[config.mk]
export PLATFORM = sky130hd
export DESIGN_NAME = next_permutation_generator_flat
export DESIGN_NICKNAME = d
export VERILOG_FILES = /design/src/rtl/nperm_pkg.sv /design/src/rtl/nperm_if.sv /design/src/rtl/next_permutation_generator.sv /design/src/rtl/nperm_front.sv /design/src/rtl/nperm_fifo.sv /design/src/rtl/nperm_back.sv /design/src/flat_wrapper.sv
export SDC_FILE = /design/constraint.sdc
export NUM_CORES = 1
export LEC_CHECK = 0
export ABC_AREA = 1
export BUFFER_PORTS_ARGS = -buffer_cell sky130_fd_sc_hd__buf_4
export CAP_MARGIN = 20
export CORE_ASPECT_RATIO = 1.25
export CORE_UTILIZATION = 40
export CTS_CLUSTER_DIAMETER = 50
export DETAILED_ROUTE_END_ITERATION = 8
export PLACE_DENSITY = 0.56
export SYNTH_ARGS = -nofsm -noshare
export SYNTH_HDL_FRONTEND = slang
export SYNTH_HIERARCHICAL = 1
export SYNTH_SLANG_ARGS = --single-unit
[constraint.sdc]
create_clock -name i_clk -period 8.43 [get_ports i_clk]
set_input_delay 0.4215 -clock i_clk [delete_from_list [all_inputs] [get_ports i_clk]]
set_output_delay 0.4215 -clock i_clk [all_outputs]
set_load 0.01 [all_outputs]
[src/rtl/nperm_pkg.sv]
// nperm_pkg: shared widths, codes and command type of the permutation generator
// no dependencies; compile first

package nperm_pkg;

    // store geometry
    localparam int MAX_DIGITS = 10;
    localparam int IDX_W      = $clog2(MAX_DIGITS);
    localparam int CNT_W      = $clog2(MAX_DIGITS + 1);
    localparam int DIGIT_W    = 4;
    localparam int CHAR_W     = 8;
    localparam int ACTION_W   = 2;
    localparam int STATUS_W   = 3;

    // command queue between front and back
    localparam int QUEUE_DEPTH = 2;
    localparam int QPTR_W      = (QUEUE_DEPTH > 1) ? $clog2(QUEUE_DEPTH) : 1;
    localparam int QCNT_W      = $clog2(QUEUE_DEPTH + 1);

    // ascii digit range
    localparam logic [CHAR_W-1:0] CHAR_ZERO = 8'h30;
    localparam logic [CHAR_W-1:0] CHAR_NINE = 8'h39;

    // input action codes
    localparam logic [ACTION_W-1:0] ACT_CLEAR = 2'd0;
    localparam logic [ACTION_W-1:0] ACT_LOAD  = 2'd1;
    localparam logic [ACTION_W-1:0] ACT_STEP  = 2'd2;
    localparam logic [ACTION_W-1:0] ACT_NONE  = 2'd3;

    // result status codes
    typedef enum logic [STATUS_W-1:0] {
        ST_OK        = 3'd0,
        ST_NOT_DIGIT = 3'd1,
        ST_DUPLICATE = 3'd2,
        ST_TOO_MANY  = 3'd3,
        ST_EXHAUSTED = 3'd4,
        ST_EMPTY     = 3'd5
    } t_status;

    // classified command kinds
    typedef enum logic [1:0] {
        K_CLEAR = 2'd0,
        K_LOAD  = 2'd1,
        K_STEP  = 2'd2
    } t_kind;

    // one queued command
    typedef struct packed {
        t_kind               kind;
        logic [DIGIT_W-1:0]  digit;
        logic                not_digit;
    } t_cmd;

endpackage

[src/rtl/nperm_if.sv]
// nperm_in_if / nperm_out_if: valid/ready channels of the permutation generator
// depends on nperm_pkg

interface nperm_in_if import nperm_pkg::*; ();
    logic                valid;
    logic                ready;
    logic [ACTION_W-1:0] action;
    logic [CHAR_W-1:0]   char_in;

    modport source (output valid, output action, output char_in, input ready);
    modport sink   (input valid, input action, input char_in, output ready);
endinterface

interface nperm_out_if import nperm_pkg::*; ();
    logic                valid;
    logic                ready;
    logic [DIGIT_W-1:0]  digit;
    logic [STATUS_W-1:0] status;
    logic                last;

    modport source (output valid, output digit, output status, output last, input ready);
    modport sink   (input valid, input digit, input status, input last, output ready);
endinterface

[src/rtl/next_permutation_generator.sv]
// next_permutation_generator: top level, front classifier, command queue and back sequencer
// depends on nperm_pkg, nperm_if, nperm_front, nperm_fifo, nperm_back

// Holds up to ten distinct decimal digits and steps them through lexicographic
// permutations. A clear beat empties the store and gives no result; a load beat
// gives one result (ok, not a digit, duplicate or too many); a step beat gives one
// result per stored digit with last on the final one, or a single exhausted or
// empty result. Beats pass a classifying register and a two-entry command queue
// before the back sequencer. In the back, clear, load and a step on an empty store
// are handled in the idle state; a step on n digits runs an ascent scan, a pivot
// fetch, a larger-digit scan, a swap, a read and a write state per reversed pair
// and an emit beat per digit, since the store has a single read port. Output
// backpressure stalls the back, and the front too once the queue is full.

module next_permutation_generator import nperm_pkg::*; (
    input  logic          i_clk,
    input  logic          i_rst_n,
    nperm_in_if.sink      i_in,
    nperm_out_if.source   o_out
);

    logic push_valid;
    t_cmd push_cmd;
    logic push_ready;
    logic cmd_valid;
    t_cmd cmd;
    logic cmd_pop;

    nperm_front u_front (
        .i_clk        (i_clk),
        .i_rst_n      (i_rst_n),
        .i_in         (i_in),
        .o_push_valid (push_valid),
        .o_push_cmd   (push_cmd),
        .i_push_ready (push_ready)
    );

    nperm_fifo u_fifo (
        .i_clk        (i_clk),
        .i_rst_n      (i_rst_n),
        .i_push_valid (push_valid),
        .i_push_cmd   (push_cmd),
        .o_push_ready (push_ready),
        .o_pop_valid  (cmd_valid),
        .o_pop_cmd    (cmd),
        .i_pop        (cmd_pop)
    );

    nperm_back u_back (
        .i_clk       (i_clk),
        .i_rst_n     (i_rst_n),
        .i_cmd_valid (cmd_valid),
        .i_cmd       (cmd),
        .o_cmd_pop   (cmd_pop),
        .o_out       (o_out)
    );

`ifndef SYNTHESIS
    // the back never takes a command from an empty queue
    a_pop_needs_entry: assert property (@(posedge i_clk) disable iff (!i_rst_n)
        cmd_pop |-> cmd_valid)
        else $error("command popped from empty queue");

    // a command refused by the queue stays put in the front register
    a_front_holds: assert property (@(posedge i_clk) disable iff (!i_rst_n)
        push_valid && !push_ready |=> push_valid && $stable(push_cmd))
        else $error("front command lost while queue full");

    // every non-ok result is a single-beat result
    a_reject_is_last: assert property (@(posedge i_clk) disable iff (!i_rst_n)
        o_out.valid && (o_out.status != ST_OK) |-> o_out.last)
        else $error("non-ok result without last");
`endif

endmodule

[src/rtl/nperm_front.sv]
// nperm_front: takes input beats, classifies them into commands, holds one in a register
// depends on nperm_pkg and nperm_in_if

module nperm_front import nperm_pkg::*; (
    input  logic          i_clk,
    input  logic          i_rst_n,
    nperm_in_if.sink      i_in,
    output logic          o_push_valid,
    output t_cmd          o_push_cmd,
    input  logic          i_push_ready
);

    logic r_valid;
    logic n_valid;
    t_cmd r_cmd;
    t_cmd n_cmd;
    logic accept;
    logic is_digit;

    // register frees up when empty or when the queue takes it
    assign i_in.ready = !r_valid || i_push_ready;
    assign accept     = i_in.valid && i_in.ready;
    assign is_digit   = (i_in.char_in >= CHAR_ZERO) && (i_in.char_in <= CHAR_NINE);

    // classify the beat; unused action code is dropped here
    always_comb begin
        n_valid = r_valid && !i_push_ready;
        n_cmd   = r_cmd;
        if (accept) begin
            n_cmd.digit     = is_digit ? DIGIT_W'(i_in.char_in - CHAR_ZERO) : '0;
            n_cmd.not_digit = !is_digit;
            case (i_in.action)
                ACT_CLEAR: begin
                    n_cmd.kind = K_CLEAR;
                    n_valid    = 1'b1;
                end
                ACT_LOAD: begin
                    n_cmd.kind = K_LOAD;
                    n_valid    = 1'b1;
                end
                ACT_STEP: begin
                    n_cmd.kind = K_STEP;
                    n_valid    = 1'b1;
                end
                default: begin
                    n_valid = 1'b0;
                end
            endcase
        end
    end

    always_ff @(posedge i_clk) begin
        if (!i_rst_n) begin
            r_valid <= 1'b0;
        end else begin
            r_valid <= n_valid;
        end
        r_cmd <= n_cmd;
    end

    assign o_push_valid = r_valid;
    assign o_push_cmd   = r_cmd;

endmodule

[src/rtl/nperm_fifo.sv]
// nperm_fifo: short command queue between the front and the back
// depends on nperm_pkg

module nperm_fifo import nperm_pkg::*; (
    input  logic  i_clk,
    input  logic  i_rst_n,
    input  logic  i_push_valid,
    input  t_cmd  i_push_cmd,
    output logic  o_push_ready,
    output logic  o_pop_valid,
    output t_cmd  o_pop_cmd,
    input  logic  i_pop
);

    t_cmd              r_mem [QUEUE_DEPTH];
    logic [QPTR_W-1:0] r_wr_ptr;
    logic [QPTR_W-1:0] r_rd_ptr;
    logic [QCNT_W-1:0] r_fill;
    logic [QPTR_W-1:0] n_wr_ptr;
    logic [QPTR_W-1:0] n_rd_ptr;
    logic [QCNT_W-1:0] n_fill;
    logic              push;
    logic              pop;

    assign o_push_ready = (r_fill != QCNT_W'(QUEUE_DEPTH));
    assign o_pop_valid  = (r_fill != '0);
    assign o_pop_cmd    = r_mem[r_rd_ptr];
    assign push         = i_push_valid && o_push_ready;
    assign pop          = i_pop && o_pop_valid;

    // pointer wrap and fill count
    always_comb begin
        n_wr_ptr = r_wr_ptr;
        n_rd_ptr = r_rd_ptr;
        n_fill   = r_fill;
        if (push) begin
            n_wr_ptr = (r_wr_ptr == QPTR_W'(QUEUE_DEPTH - 1)) ? '0 : r_wr_ptr + 1'b1;
        end
        if (pop) begin
            n_rd_ptr = (r_rd_ptr == QPTR_W'(QUEUE_DEPTH - 1)) ? '0 : r_rd_ptr + 1'b1;
        end
        if (push && !pop) begin
            n_fill = r_fill + 1'b1;
        end else if (pop && !push) begin
            n_fill = r_fill - 1'b1;
        end
    end

    always_ff @(posedge i_clk) begin
        if (!i_rst_n) begin
            r_wr_ptr <= '0;
            r_rd_ptr <= '0;
            r_fill   <= '0;
        end else begin
            r_wr_ptr <= n_wr_ptr;
            r_rd_ptr <= n_rd_ptr;
            r_fill   <= n_fill;
        end
    end

    // queue storage
    always_ff @(posedge i_clk) begin
        if (push) begin
            r_mem[r_wr_ptr] <= i_push_cmd;
        end
    end

endmodule

[src/rtl/nperm_back.sv]
// nperm_back: digit store and sequencer for load, clear and next-permutation steps
// depends on nperm_pkg and nperm_out_if

module nperm_back import nperm_pkg::*; (
    input  logic          i_clk,
    input  logic          i_rst_n,
    input  logic          i_cmd_valid,
    input  t_cmd          i_cmd,
    output logic          o_cmd_pop,
    nperm_out_if.source   o_out
);

    typedef enum logic [7:0] {
        S_IDLE   = 8'b0000_0001,
        S_FIND   = 8'b0000_0010,
        S_PIVOT  = 8'b0000_0100,
        S_SEEK   = 8'b0000_1000,
        S_SWAP   = 8'b0001_0000,
        S_REV_RD = 8'b0010_0000,
        S_REV_WR = 8'b0100_0000,
        S_EMIT   = 8'b1000_0000
    } t_state;

    t_state              r_state;
    t_state              n_state;
    logic [DIGIT_W-1:0]  r_store [MAX_DIGITS];
    logic [CNT_W-1:0]    r_cnt;
    logic [CNT_W-1:0]    n_cnt;
    logic [IDX_W-1:0]    r_lo;
    logic [IDX_W-1:0]    n_lo;
    logic [IDX_W-1:0]    r_hi;
    logic [IDX_W-1:0]    n_hi;
    logic [DIGIT_W-1:0]  r_hold;
    logic [DIGIT_W-1:0]  n_hold;
    logic                r_out_valid;
    logic                n_out_valid;
    logic [DIGIT_W-1:0]  r_digit;
    logic [DIGIT_W-1:0]  n_digit;
    t_status             r_status;
    t_status             n_status;
    logic                r_last;
    logic                n_last;

    logic                out_free;
    logic [IDX_W-1:0]    rd_addr;
    logic [DIGIT_W-1:0]  rd_data;
    logic                we0;
    logic [IDX_W-1:0]    wa0;
    logic [DIGIT_W-1:0]  wd0;
    logic                we1;
    logic [IDX_W-1:0]    wa1;
    logic [DIGIT_W-1:0]  wd1;
    logic [MAX_DIGITS-1:0] asc;
    logic [MAX_DIGITS-1:0] gt;
    logic [MAX_DIGITS-1:0] dup;
    logic [IDX_W-1:0]    top_idx;

    assign out_free = !r_out_valid || o_out.ready;
    assign rd_data  = r_store[rd_addr];
    assign top_idx  = IDX_W'(r_cnt - CNT_W'(1));

    // per-entry compares: ascent into entry k, larger than held pivot, equal to load digit
    always_comb begin
        asc = '0;
        gt  = '0;
        dup = '0;
        for (int k = 0; k < MAX_DIGITS; k++) begin
            if (k > 0) begin
                asc[k] = r_store[k-1] < r_store[k];
            end
            gt[k]  = r_store[k] > r_hold;
            dup[k] = (CNT_W'(k) < r_cnt) && (r_store[k] == i_cmd.digit);
        end
    end

    // sequencer
    always_comb begin
        n_state     = r_state;
        n_cnt       = r_cnt;
        n_lo        = r_lo;
        n_hi        = r_hi;
        n_hold      = r_hold;
        n_out_valid = r_out_valid && !o_out.ready;
        n_digit     = r_digit;
        n_status    = r_status;
        n_last      = r_last;
        o_cmd_pop   = 1'b0;
        rd_addr     = r_lo;
        we0         = 1'b0;
        wa0         = r_lo;
        wd0         = rd_data;
        we1         = 1'b0;
        wa1         = r_hi;
        wd1         = r_hold;
        case (r_state)
            S_IDLE: begin
                if (i_cmd_valid) begin
                    case (i_cmd.kind)
                        K_CLEAR: begin
                            o_cmd_pop = 1'b1;
                            n_cnt     = '0;
                        end
                        K_LOAD: begin
                            if (out_free) begin
                                o_cmd_pop   = 1'b1;
                                n_out_valid = 1'b1;
                                n_digit     = i_cmd.digit;
                                n_last      = 1'b1;
                                if (i_cmd.not_digit) begin
                                    n_status = ST_NOT_DIGIT;
                                end else if (r_cnt >= CNT_W'(MAX_DIGITS)) begin
                                    n_status = ST_TOO_MANY;
                                end else if (dup != '0) begin
                                    n_status = ST_DUPLICATE;
                                end else begin
                                    n_status = ST_OK;
                                    we0      = 1'b1;
                                    wa0      = IDX_W'(r_cnt);
                                    wd0      = i_cmd.digit;
                                    n_cnt    = r_cnt + 1'b1;
                                end
                            end
                        end
                        K_STEP: begin
                            if (r_cnt == '0) begin
                                if (out_free) begin
                                    o_cmd_pop   = 1'b1;
                                    n_out_valid = 1'b1;
                                    n_digit     = '0;
                                    n_status    = ST_EMPTY;
                                    n_last      = 1'b1;
                                end
                            end else begin
                                o_cmd_pop = 1'b1;
                                n_hi      = top_idx;
                                n_state   = S_FIND;
                            end
                        end
                        default: begin
                            o_cmd_pop = 1'b1;
                        end
                    endcase
                end
            end
            // walk left to the rightmost ascent
            S_FIND: begin
                if (r_hi == '0) begin
                    if (out_free) begin
                        n_out_valid = 1'b1;
                        n_digit     = '0;
                        n_status    = ST_EXHAUSTED;
                        n_last      = 1'b1;
                        n_state     = S_IDLE;
                    end
                end else if (asc[r_hi]) begin
                    n_lo    = r_hi - 1'b1;
                    n_state = S_PIVOT;
                end else begin
                    n_hi = r_hi - 1'b1;
                end
            end
            // latch the pivot digit
            S_PIVOT: begin
                rd_addr = r_lo;
                n_hold  = rd_data;
                n_hi    = top_idx;
                n_state = S_SEEK;
            end
            // rightmost digit above the pivot
            S_SEEK: begin
                if (gt[r_hi]) begin
                    n_state = S_SWAP;
                end else begin
                    n_hi = r_hi - 1'b1;
                end
            end
            S_SWAP: begin
                rd_addr = r_hi;
                we0     = 1'b1;
                wa0     = r_lo;
                wd0     = rd_data;
                we1     = 1'b1;
                wa1     = r_hi;
                wd1     = r_hold;
                n_lo    = r_lo + 1'b1;
                n_hi    = top_idx;
                n_state = S_REV_RD;
            end
            // reverse the tail, one pair per read state and write state
            S_REV_RD: begin
                if (r_lo < r_hi) begin
                    rd_addr = r_lo;
                    n_hold  = rd_data;
                    n_state = S_REV_WR;
                end else begin
                    n_lo    = '0;
                    n_state = S_EMIT;
                end
            end
            S_REV_WR: begin
                rd_addr = r_hi;
                we0     = 1'b1;
                wa0     = r_lo;
                wd0     = rd_data;
                we1     = 1'b1;
                wa1     = r_hi;
                wd1     = r_hold;
                n_lo    = r_lo + 1'b1;
                n_hi    = r_hi - 1'b1;
                n_state = S_REV_RD;
            end
            // one digit beat per cycle while the output is free, most significant first
            S_EMIT: begin
                if (out_free) begin
                    rd_addr     = r_lo;
                    n_out_valid = 1'b1;
                    n_digit     = rd_data;
                    n_status    = ST_OK;
                    n_last      = (r_lo == top_idx);
                    n_lo        = r_lo + 1'b1;
                    if (r_lo == top_idx) begin
                        n_state = S_IDLE;
                    end
                end
            end
            default: begin
                n_state = S_IDLE;
            end
        endcase
    end

    always_ff @(posedge i_clk) begin
        if (!i_rst_n) begin
            r_state     <= S_IDLE;
            r_cnt       <= '0;
            r_out_valid <= 1'b0;
        end else begin
            r_state     <= n_state;
            r_cnt       <= n_cnt;
            r_out_valid <= n_out_valid;
        end
        r_lo     <= n_lo;
        r_hi     <= n_hi;
        r_hold   <= n_hold;
        r_digit  <= n_digit;
        r_status <= n_status;
        r_last   <= n_last;
    end

    // digit store writes
    always_ff @(posedge i_clk) begin
        if (we0) begin
            r_store[wa0] <= wd0;
        end
        if (we1) begin
            r_store[wa1] <= wd1;
        end
    end

    assign o_out.valid  = r_out_valid;
    assign o_out.digit  = r_digit;
    assign o_out.status = r_status;
    assign o_out.last   = r_last;

endmodule
[src/flat_wrapper.sv]
// flat-port wrapper written by rule: the top's interface ports become plain ports
module next_permutation_generator_flat import nperm_pkg::*;
  (i_clk, i_rst_n, i_in_valid, i_in_action, i_in_char_in, i_in_ready, o_out_valid, o_out_digit, o_out_status, o_out_last, o_out_ready);
  nperm_in_if i_in_i ();
  nperm_out_if o_out_i ();
  input  logic i_clk;
  input  logic i_rst_n;
  input wire logic [$bits(i_in_i.valid)-1:0] i_in_valid;
  input wire logic [$bits(i_in_i.action)-1:0] i_in_action;
  input wire logic [$bits(i_in_i.char_in)-1:0] i_in_char_in;
  output wire logic [$bits(i_in_i.ready)-1:0] i_in_ready;
  output wire logic [$bits(o_out_i.valid)-1:0] o_out_valid;
  output wire logic [$bits(o_out_i.digit)-1:0] o_out_digit;
  output wire logic [$bits(o_out_i.status)-1:0] o_out_status;
  output wire logic [$bits(o_out_i.last)-1:0] o_out_last;
  input wire logic [$bits(o_out_i.ready)-1:0] o_out_ready;
  assign i_in_i.valid = i_in_valid;
  assign i_in_i.action = i_in_action;
  assign i_in_i.char_in = i_in_char_in;
  assign i_in_ready = i_in_i.ready;
  assign o_out_valid = o_out_i.valid;
  assign o_out_digit = o_out_i.digit;
  assign o_out_status = o_out_i.status;
  assign o_out_last = o_out_i.last;
  assign o_out_i.ready = o_out_ready;
  next_permutation_generator u_core (.i_clk(i_clk), .i_rst_n(i_rst_n), .i_in(i_in_i), .o_out(o_out_i));
endmodule
# Word-level counts from Yosys, hierarchy flattened
# Memories as Yosys holds them, arrays and structs flattened. A register that Yosys moved wholly into a read port is not among the register bits.
# Cells that the tools add are included.
dict set report word_totals {
  inputBits 14
  wordCells 271
  n_memories 2
  output_inout_bits 10
  ram_bits 54
  regBits 45
}
dict set report classes {
  n_reduce_logical 52
  mux 110
  eq_ne 48
  magnitude_cmp 34
  n_addsub 9
}
# name words width rd rd_clocked_by_memory_dff wr line
set memory_table {}
lappend memory_table {u_core.u_back.r_store 10 4 11 0 2 nperm_back.sv:26} ;# logic [DIGIT_W-1:0] r_store [MAX_DIGITS];
lappend memory_table {u_core.u_fifo.r_mem 2 7 1 1 1 nperm_fifo.sv:15} ;# t_cmd r_mem [QUEUE_DEPTH];
# op n
set ops {}
lappend ops {{4-bit 2-to-1 mux} 36}
lappend ops {{8-bit 2-to-1 mux} 10}
lappend ops {{8-bit case mux with 7 select lines} 1}
lappend ops {{4-bit equality test} 11}
lappend ops {{4-bit greater-than comparator} 10}
lappend ops {{4-bit < comparator} 10}
lappend ops {{1-bit 2-to-1 mux} 34}
lappend ops {{2-bit != test, second input constant} 17}
lappend ops {{4-bit case mux with 2 select lines} 3}
lappend ops {{3-bit 2-to-1 mux} 7}
lappend ops {{7-bit AND reduction} 3}
lappend ops {{4-bit case mux with 5 select lines} 1}
lappend ops {{1-bit logical AND} 18}
lappend ops {{3-bit by 4-bit < comparator with 1-bit output, first input constant} 4}
lappend ops {{4-bit case mux with 4 select lines} 1}
lappend ops {{3-bit != test, second input constant} 5}
lappend ops {{4-bit case mux with 3 select lines} 1}
lappend ops {{4-bit by 1-bit subtractor with 4-bit output, second input constant} 3}
lappend ops {{2-bit 2-to-1 mux} 5}
lappend ops {{10-bit nonzero test} 1}
lappend ops {{3-bit case mux with 3 select lines} 1}
lappend ops {{9-bit AND reduction} 1}
lappend ops {{4-bit by 1-bit adder with 4-bit output, second input constant} 2}
lappend ops {{1-bit binary-select mux with 4-bit select} 2}
lappend ops {{other kinds (40)} 66}

# Longest topological paths before layout
# Gate-level depths: netlist (run 1).
# An unclocked memory read counts as a cell.
dict set report depth {
  depth_word 13
  ltp_mapped 18
  depth_no_buf 17
}

# Modules after synthesis
# The synthesis (run 1) kept the hierarchy.
# mod instances seq_area_each_um2 cells_each area_each_um2
set modules_own_cells {}
lappend modules_own_cells {nperm_back 1 2782.7 1289 8823.5}
lappend modules_own_cells {nperm_fifo 1 520.5 59 755.7}
lappend modules_own_cells {nperm_front 1 230.2 37 356.6}

# Worst setup path before layout (run 1)
# No wires, ideal clock.
dict set report synth_timing {
  path_kind {reg-to-reg}
  start {register (tool-made name)}
  end {memory u_core.u_back.r_store[10][0] (enable)}
  path_stages_with_launch 15
  required_time_ns 8.092
  setup_slack_ns 5.695
  setup_time_ns 0.338
  synth_period_minus_slack_ns 2.735
  n_path_buf 1
  arrival_time_ns 2.398
  cell_sequence {dfxtp_1 buf_2 mux2_2 inv_1 ha_1 inv_1 nor2_1 inv_1 nor2_4 nand4_1 nand2_1 nand2_1 inv_1 nand3_1 o21bai_1}
}
# element line
set synth_lines {}
lappend synth_lines {{to (decl)} nperm_back.sv:26}

==> metrics.txt, run 1 <==
critical path required time=~8.6 ns; gpl congestion=about 0.93; Gate Count Post-Synth=about 1,400; crit path launch type=flop; Initial Util=0.407; full die area=roughly 0.025 mm²; post-route ant nets=0; Post-Syn Area per Cell=7.17 µm²; Cell Count, Final, Fillers Out=1,737; Final Skew=about 0.011 ns; WL per Instance=roughly 19 µm; Core ar.=approximately 0.024 mm²; placed cells=approximately 1,700; Post CTS Setup Buffer Count=0; Die H=approximately 180 µm; Final Hold Vio Count=0; # setup viols final=0; initial drt markers=around 790; Final period util=0.469; clock buffer depth=2; clock buffer count from CTS=17; Seq/Total Area, Yosys=0.356; Synth Area in XOR/XNOR=0.0203; vias in the first global route=about 8,700; Sum Neg Setup Slack=0 ns; Max-Cap Viols=0; initial antenna violation count=0; Die Wd=~140 µm; PwrDens=roughly 190 mW/mm²; Detailed Routing Iterations Pass 1=5; Worst-path clk slew=0.06 ns; root buf cell=clkbuf_16; number of port buffers=23; Final Max Slew Viols=0; simple-gate area share of the yosys netlist=0.349; worst slack at placement=4.60 ns; Top FF cell, synth=edfxtp_1; CTS tree=built; clk_lat worst skew=between 0.4 and 0.5 ns; Worst setup EP type=flop; mux cell area share after synthesis=0.00894; Hold Buf Count CTS=0; final core occ=0.446; boundary pin count=24; unrepaired setup endpoints after global routing=no; Routed WL=between 30,000 and 40,000 µm; YS warnings=6; largest family of logic cells by synthesized area=simple AND/OR/NAND/NOR gates; first-pass GRT wire length=approximately 50,000 µm; max frequency=around 250 MHz; Synth Area in Compound Gates=0.0573; largest net degree at the start of global routing=30; via count=9,297; Post-DP HPWL=~25,000 µm; Vias/cell=around 5.4; Seq cells post-synth=between 100 and 150; measured slew at the worst slew-check pin=0.992 ns; Area Overhead vs Synth=9.67%; relative max-transition margin=0.333; CTS H-tree lvls=4; Post-Synth Adder-Cell Area=0.106; worst-path fanout max=29; synthesized area=between 0.009 and 0.01 mm²; final net count=approximately 1,500; ANT cells=0; worst setup margin=~4.5 ns; crit path kind=reg -> reg; EDFF count, synth=approximately 110; Cell variety after synth=45; DRC=0; critical path arrival=4.13 ns; Post-CTS Resized=0; FP Rows=64; Async SR Flop Fraction=0; GRT Overall Usage=0.273; status=completed; layout cells sized above 1=0.0760; Hold Path Class=in -> reg; syn_nets=between 1,000 and 1,500; clk sinks=124; worst-case vdd ir drop=roughly 0.20 mV; GRT overflow=0; fin crit period=just under 4 ns; Pleak=around 5.3 nW
[state kept, by name, summed over array words and instances, names as in the netlist, named ones only]
name	flops
u_core/u_back/r_cnt	4
u_core/u_back/o_out.status	3
u_core/u_back/r_lo	4
u_core/u_back/r_store	64
u_core/u_back/o_out.last	1
u_core/u_back/o_out.valid	1
u_core/u_back/r_hi	4
u_core/u_fifo/r_mem	14
u_core/u_fifo/r_wr_ptr	1
u_core/u_back/r_hold	4
u_core/u_back/r_state	8
u_core/u_front/o_push_valid	1
u_core/u_fifo/r_fill	2
u_core/u_fifo/r_rd_ptr	1
u_core/u_back/o_out.digit	4
u_core/u_front/o_push_cmd	7
[area by class of cell]
| type | count | area [µm²] |
|---|---|---|
| Clock buffer | 22 | 485 |
| Multi-Input combinational cell | 1014 | 5380 |
| Timing Repair Buffer | 30 | 225 |
| Tap cell | 330 | 413 |
| Clock inverter | 10 | 78.8 |
| Inverter | 207 | 778 |
| Sequential cell | 124 | 3530 |
| Fill cell | 2571 | 13500 |
[logic make-up (layout without fill, tap and decap cells)]
logic type / Yosys count / count (layout)
AND/OR/NAND/NOR: 799 / 799
buffers and inverters: 247 / 269
flip-flops: 124 / 124
AO/OA/AOI/OAI: 100 / 100
adder cells (fa/ha/maj): 84 / 84
XOR/XNOR: 23 / 23
multiplexers: 8 / 8
[report_power, final]
part	total [mW]	internal, mW	switching [mW]	leakage [nW]
clock	0.696	0.412	0.284	0.278
combinational	0.563	0.168	0.395	3.92
sequential	0.779	0.744	0.0358	1.10
total	2.04	1.32	0.715	5.30
[through the flow]
step | power, mW | hold WS, ns | area, µm²
finish | 2.04 | 0.240 | 10900
global route | 2.14 | 0.285 | 10900
CTS | 2.05 | 0.225 | 10900
detailed placement | 1.35 | 0.432 | 10300
global placement | 1.34 | 0.425 | 10300
floorplan | 1.16 | 0.421 | 9940
[cells in the mapped netlist (6+ instances only)]
master	instances	area, µm²
ha_1	84	1050
buf_2	13	65.1
nor3_1	16	80.1
inv_2	6	22.5
nand3_1	203	1020
mux2_2	7	78.8
clkbuf_1	13	48.8
o21ai_0	39	195
nand2_2	10	62.6
buf_6	7	78.8
xnor2_1	6	52.6
xor2_1	17	149
edfxtp_1	105	3150
nand2_1	434	1630
nor2_1	94	353
dfxtp_1	19	380
a31oi_1	9	56.3
buf_4	6	45.0
inv_1	198	743
nand4_1	15	93.8
nor2_2	8	50.1
a21oi_1	36	180
[metal layers]
layer | vias up | routed length, µm | track usage
met4 | 0 | 1430 | 0.134
met3 | 75 | 2320 | 0.0513
li1 | 4536 | - | -
met2 | 363 | 16400 | 0.474
met1 | 4323 | 13100 | 0.322
met5 | - | 0 | 0
[final timing paths]
| path | start | to | slack [ns] | cells past startpoint |
|---|---|---|---|---|
| worst max-delay path | u_core/u_back/r_state[7]$_SDFFE_PN0P_ | u_core/u_back/r_store[4][0]$_DFFE_PP_ | 4.47 | 13 |
| worst min register to register | u_core/u_front/o_push_cmd[3]$_SDFFCE_PN0P_ | u_core/u_fifo/r_mem[1][3]$_DFFE_PP_ | 0.45 | 0 |
| worst max register to register | u_core/u_back/r_state[7]$_SDFFE_PN0P_ | u_core/u_back/r_store[4][0]$_DFFE_PP_ | 4.47 | 13 |
| worst min-delay path | i_in_valid | u_core/u_front/o_push_valid$_SDFF_PN0_ | 0.24 | 3 |
[critical path, cell delays in order, from the launching register on]
cell and delay, ns:
dfxtp_1 0.40, nor2_1 0.08, nand2_1 0.09, nand2_2 0.08, nand2_2 0.53, nand2_1 0.50, nand2_1 0.78, nand2_1 0.10
nand3_1 0.13, nand3_1 0.08, nand3_1 0.16, nand3_2 0.44, nand3_1 0.22, nand2_1 0.07
[cell usage in the layout (no fill, tap or decap), types with 3 or more instances in the layout]
cell type,n
nand2_1,434
nand3_1,203
inv_1,198
edfxtp_1,105
nor2_1,94
ha_1,84
o21ai_0,39
a21oi_1,36
buf_4,30
dfxtp_1,19
clkbuf_16,18
xor2_1,17
nor3_1,16
nand4_1,15
nand2_2,10
a31oi_1,9
nor2_2,8
mux2_2,7
inv_2,6
xnor2_1,6
clkinv_4,4
nor2_4,4
o211ai_1,4
nand3_2,4
inv_4,3
nor4_1,3
o21bai_1,3
Note: power is estimated with default switching activity, not from simulation.
==> run 2: changes to the inputs <==
--- a/config.mk
+++ b/config.mk
@@ -12,7 +12,7 @@
 export CORE_UTILIZATION = 40
 export CTS_CLUSTER_DIAMETER = 50
 export DETAILED_ROUTE_END_ITERATION = 8
-export PLACE_DENSITY = 0.56
+export PLACE_DENSITY = 0.58
 export SYNTH_ARGS = -nofsm -noshare
 export SYNTH_HDL_FRONTEND = slang
 export SYNTH_HIERARCHICAL = 1
==> constraint.sdc (replaced) <==
create_clock -name i_clk -period 3.5 [get_ports i_clk]
set_input_delay 0.175 -clock i_clk [delete_from_list [all_inputs] [get_ports i_clk]]
set_output_delay 0.175 -clock i_clk [all_outputs]
set_load 0.01 [all_outputs]
==> metrics.txt, run 2 (synthesis results as in run 1) <==
Detailed Routing Iterations Pass 1=7 (+2); Hold Path Class=in -> reg; max FFs per register=64 (unchanged); critical path required time=3.61 ns (-4.99 ns); Final Hold Vio Count=0 (unchanged); clk sinks=124 (unchanged); root buf cell=clkbuf_16; Cell Count, Final, Fillers Out=1,762 (+1.4%); Max-Cap Viols=0 (unchanged); Vias/cell=5.33 (-0.46%); WL per Instance=18.9 µm (-1.2%); layout cells sized above 1=0.0922 (+0.0161); Worst-path clk slew=0.06 ns (about the same); unrepaired setup endpoints after global routing=no; critical path arrival=3.38 ns (-0.75 ns); boundary pin count=24 (unchanged); Routed WL=33,300 µm (+0.18%); GRT overflow=0 (unchanged); via count=9,387 (+0.97%); Final period util=0.934 (+0.464); Sum Neg Setup Slack=0 ns (unchanged); status=completed; Die H=178 µm (unchanged); register area=0.00353 mm² (unchanged); Reg2Reg Capture Point=u_core/u_back/r_store[7][0]$_DFFE_PP_; max frequency=306 MHz (+21%); Post-DP HPWL=25,800 µm (+3.5%); Final Skew=0.0108 ns (+0.0000316 ns); commonest non-fill, non-tap cell in the layout=nand2_1; setup slack, reg-to-reg=0.23 ns (-4.24 ns); PwrDens=450 mW/mm² (+140%); vias in the first global route=8,917 (+2.0%); fin crit period=3.27 ns (-0.690 ns); Worst Reg2Reg Path Length in Cells=13 (unchanged); largest net degree at the start of global routing=22 (-27%); CTS H-tree lvls=4 (unchanged); DRC=0 (unchanged); gpl congestion=0.998 (+6.9%); Post-CTS Resized=0 (unchanged); Area Overhead vs Synth=11.9%; biggest regs=u_core/u_back/r_store: 64 flops, u_core/u_fifo/r_mem: 14 flops, u_core/u_back/r_state: 8 flops; worst-path fanout max=7 (-76%); final core occ=0.455 (+0.00886); ANT cells=0 (unchanged); post-route ant nets=0 (unchanged); GRT Overall Usage=0.273 (-0.000531); worst setup margin=0.232 ns (-4.24 ns); final net count=1,518 (+1.7%); Initial Util=0.407 (unchanged); commonest cells after routing, fill and taps aside=nand2_1, nand3_1, inv_1, edfxtp_1, nor2_1; FP Rows=64 (unchanged); Worst setup EP type=flop; number of port buffers=23 (unchanged); first-pass GRT wire length=50,900 µm (+1.2%); measured slew at the worst slew-check pin=0.858 ns (-0.133 ns); initial antenna violation count=1 (+1); crit path launch type=flop; WHS=0.0524 ns (-0.187 ns); CTS tree=built; initial drt markers=799 (+1.0%); worst slack at placement=0.230 ns (-4.37 ns); Hold Path End=u_core/u_front/o_push_cmd[6]$_DFFE_PP_; Final Max Slew Viols=0 (unchanged); Tot Pwr=5.00 mW (+150%); Die Wd=143 µm (unchanged); worst-case vdd ir drop=0.371 mV (+87%); Multi-input gate area=0.00538 mm² (unchanged); crit path kind=reg -> reg; Placement Cell Area=0.0105 mm² (+1.9%); clock buffer count from CTS=17 (unchanged); HP Start=i_in_action[0]; Pleak=5.42 nW (+2.3%); placed cells=1,730 (+1.5%); relative max-transition margin=0.428 (+0.0951); fin area=0.0111 mm² (+2.0%); number of fillers in the final layout=2,510 (-2.4%); clk_lat worst skew=0.42 ns (about the same); Core ar.=0.0244 mm² (unchanged); hold depth=2 (-1); Biggest register=u_core/u_back/r_store; clock buffer depth=2 (unchanged); full die area=0.0255 mm² (unchanged); # setup viols final=0 (unchanged)
## run 2: cell type report
class | instances | share of cell area
well taps | 330 | 0.0372
repair buffers | 56 | 0.0392
clock buffers | 18 | 0.0386
clock inverters | 13 | 0.0127
inverters | 207 | 0.0700
flip-flops and latches | 124 | 0.318
multi-input cells | 1014 | 0.484
## run 2: timing repair
action                    in CTS  in global routing
hold endpoints to repair       1                  0
hold buffers                   1                  0
buffers inserted               0                  0
## run 2: per-layer routing
layer	wire (µm)	global-route usage	share of wire	up-vias
met5	12	0	0.00036	-
met4	1560	0.140	0.047	2
met3	2050	0.0405	0.062	92
met2	16400	0.480	0.49	368
met1	13300	0.320	0.40	4340
li1	-	-	-	4585
## run 2: worst max-delay path by stage
stage / to / slack [ns] / depth (start not counted) / from
global placement: u_core/u_back/r_store[15][2]$_DFFE_PP_ / 0.20 / 13 / flop
floorplan: u_core/u_back/r_store[10][0]$_DFFE_PP_ / 0.76 / 14 / flop
global route: u_core/u_back/r_store[10][1]$_DFFE_PP_ / 0.03 / 14 / flop
CTS: u_core/u_back/r_store[15][1]$_DFFE_PP_ / 0.21 / 13 / flop
detailed placement: u_core/u_back/r_store[15][1]$_DFFE_PP_ / 0.23 / 13 / flop
finish: u_core/u_back/r_store[7][0]$_DFFE_PP_ / 0.23 / 13 / flop
## run 2: critical path, stage by stage, from the launching register on
cell     delay, ns
dfxtp_1       0.47
mux2_2        0.40
inv_1         0.08
ha_1          0.17
inv_1         0.09
nor2_1        0.22
inv_1         0.10
nor2_4        0.18
nand4_1       0.31
nand2_1       0.14
nand2_1       0.13
nor2_1        0.32
nand2_1       0.16
nand2_1       0.18
## run 2: power breakdown
part	internal (mW)	switching, mW
logic	0.445	0.954
registers	1.79	0.0817
clock network	1.05	0.681
total	3.28	1.72
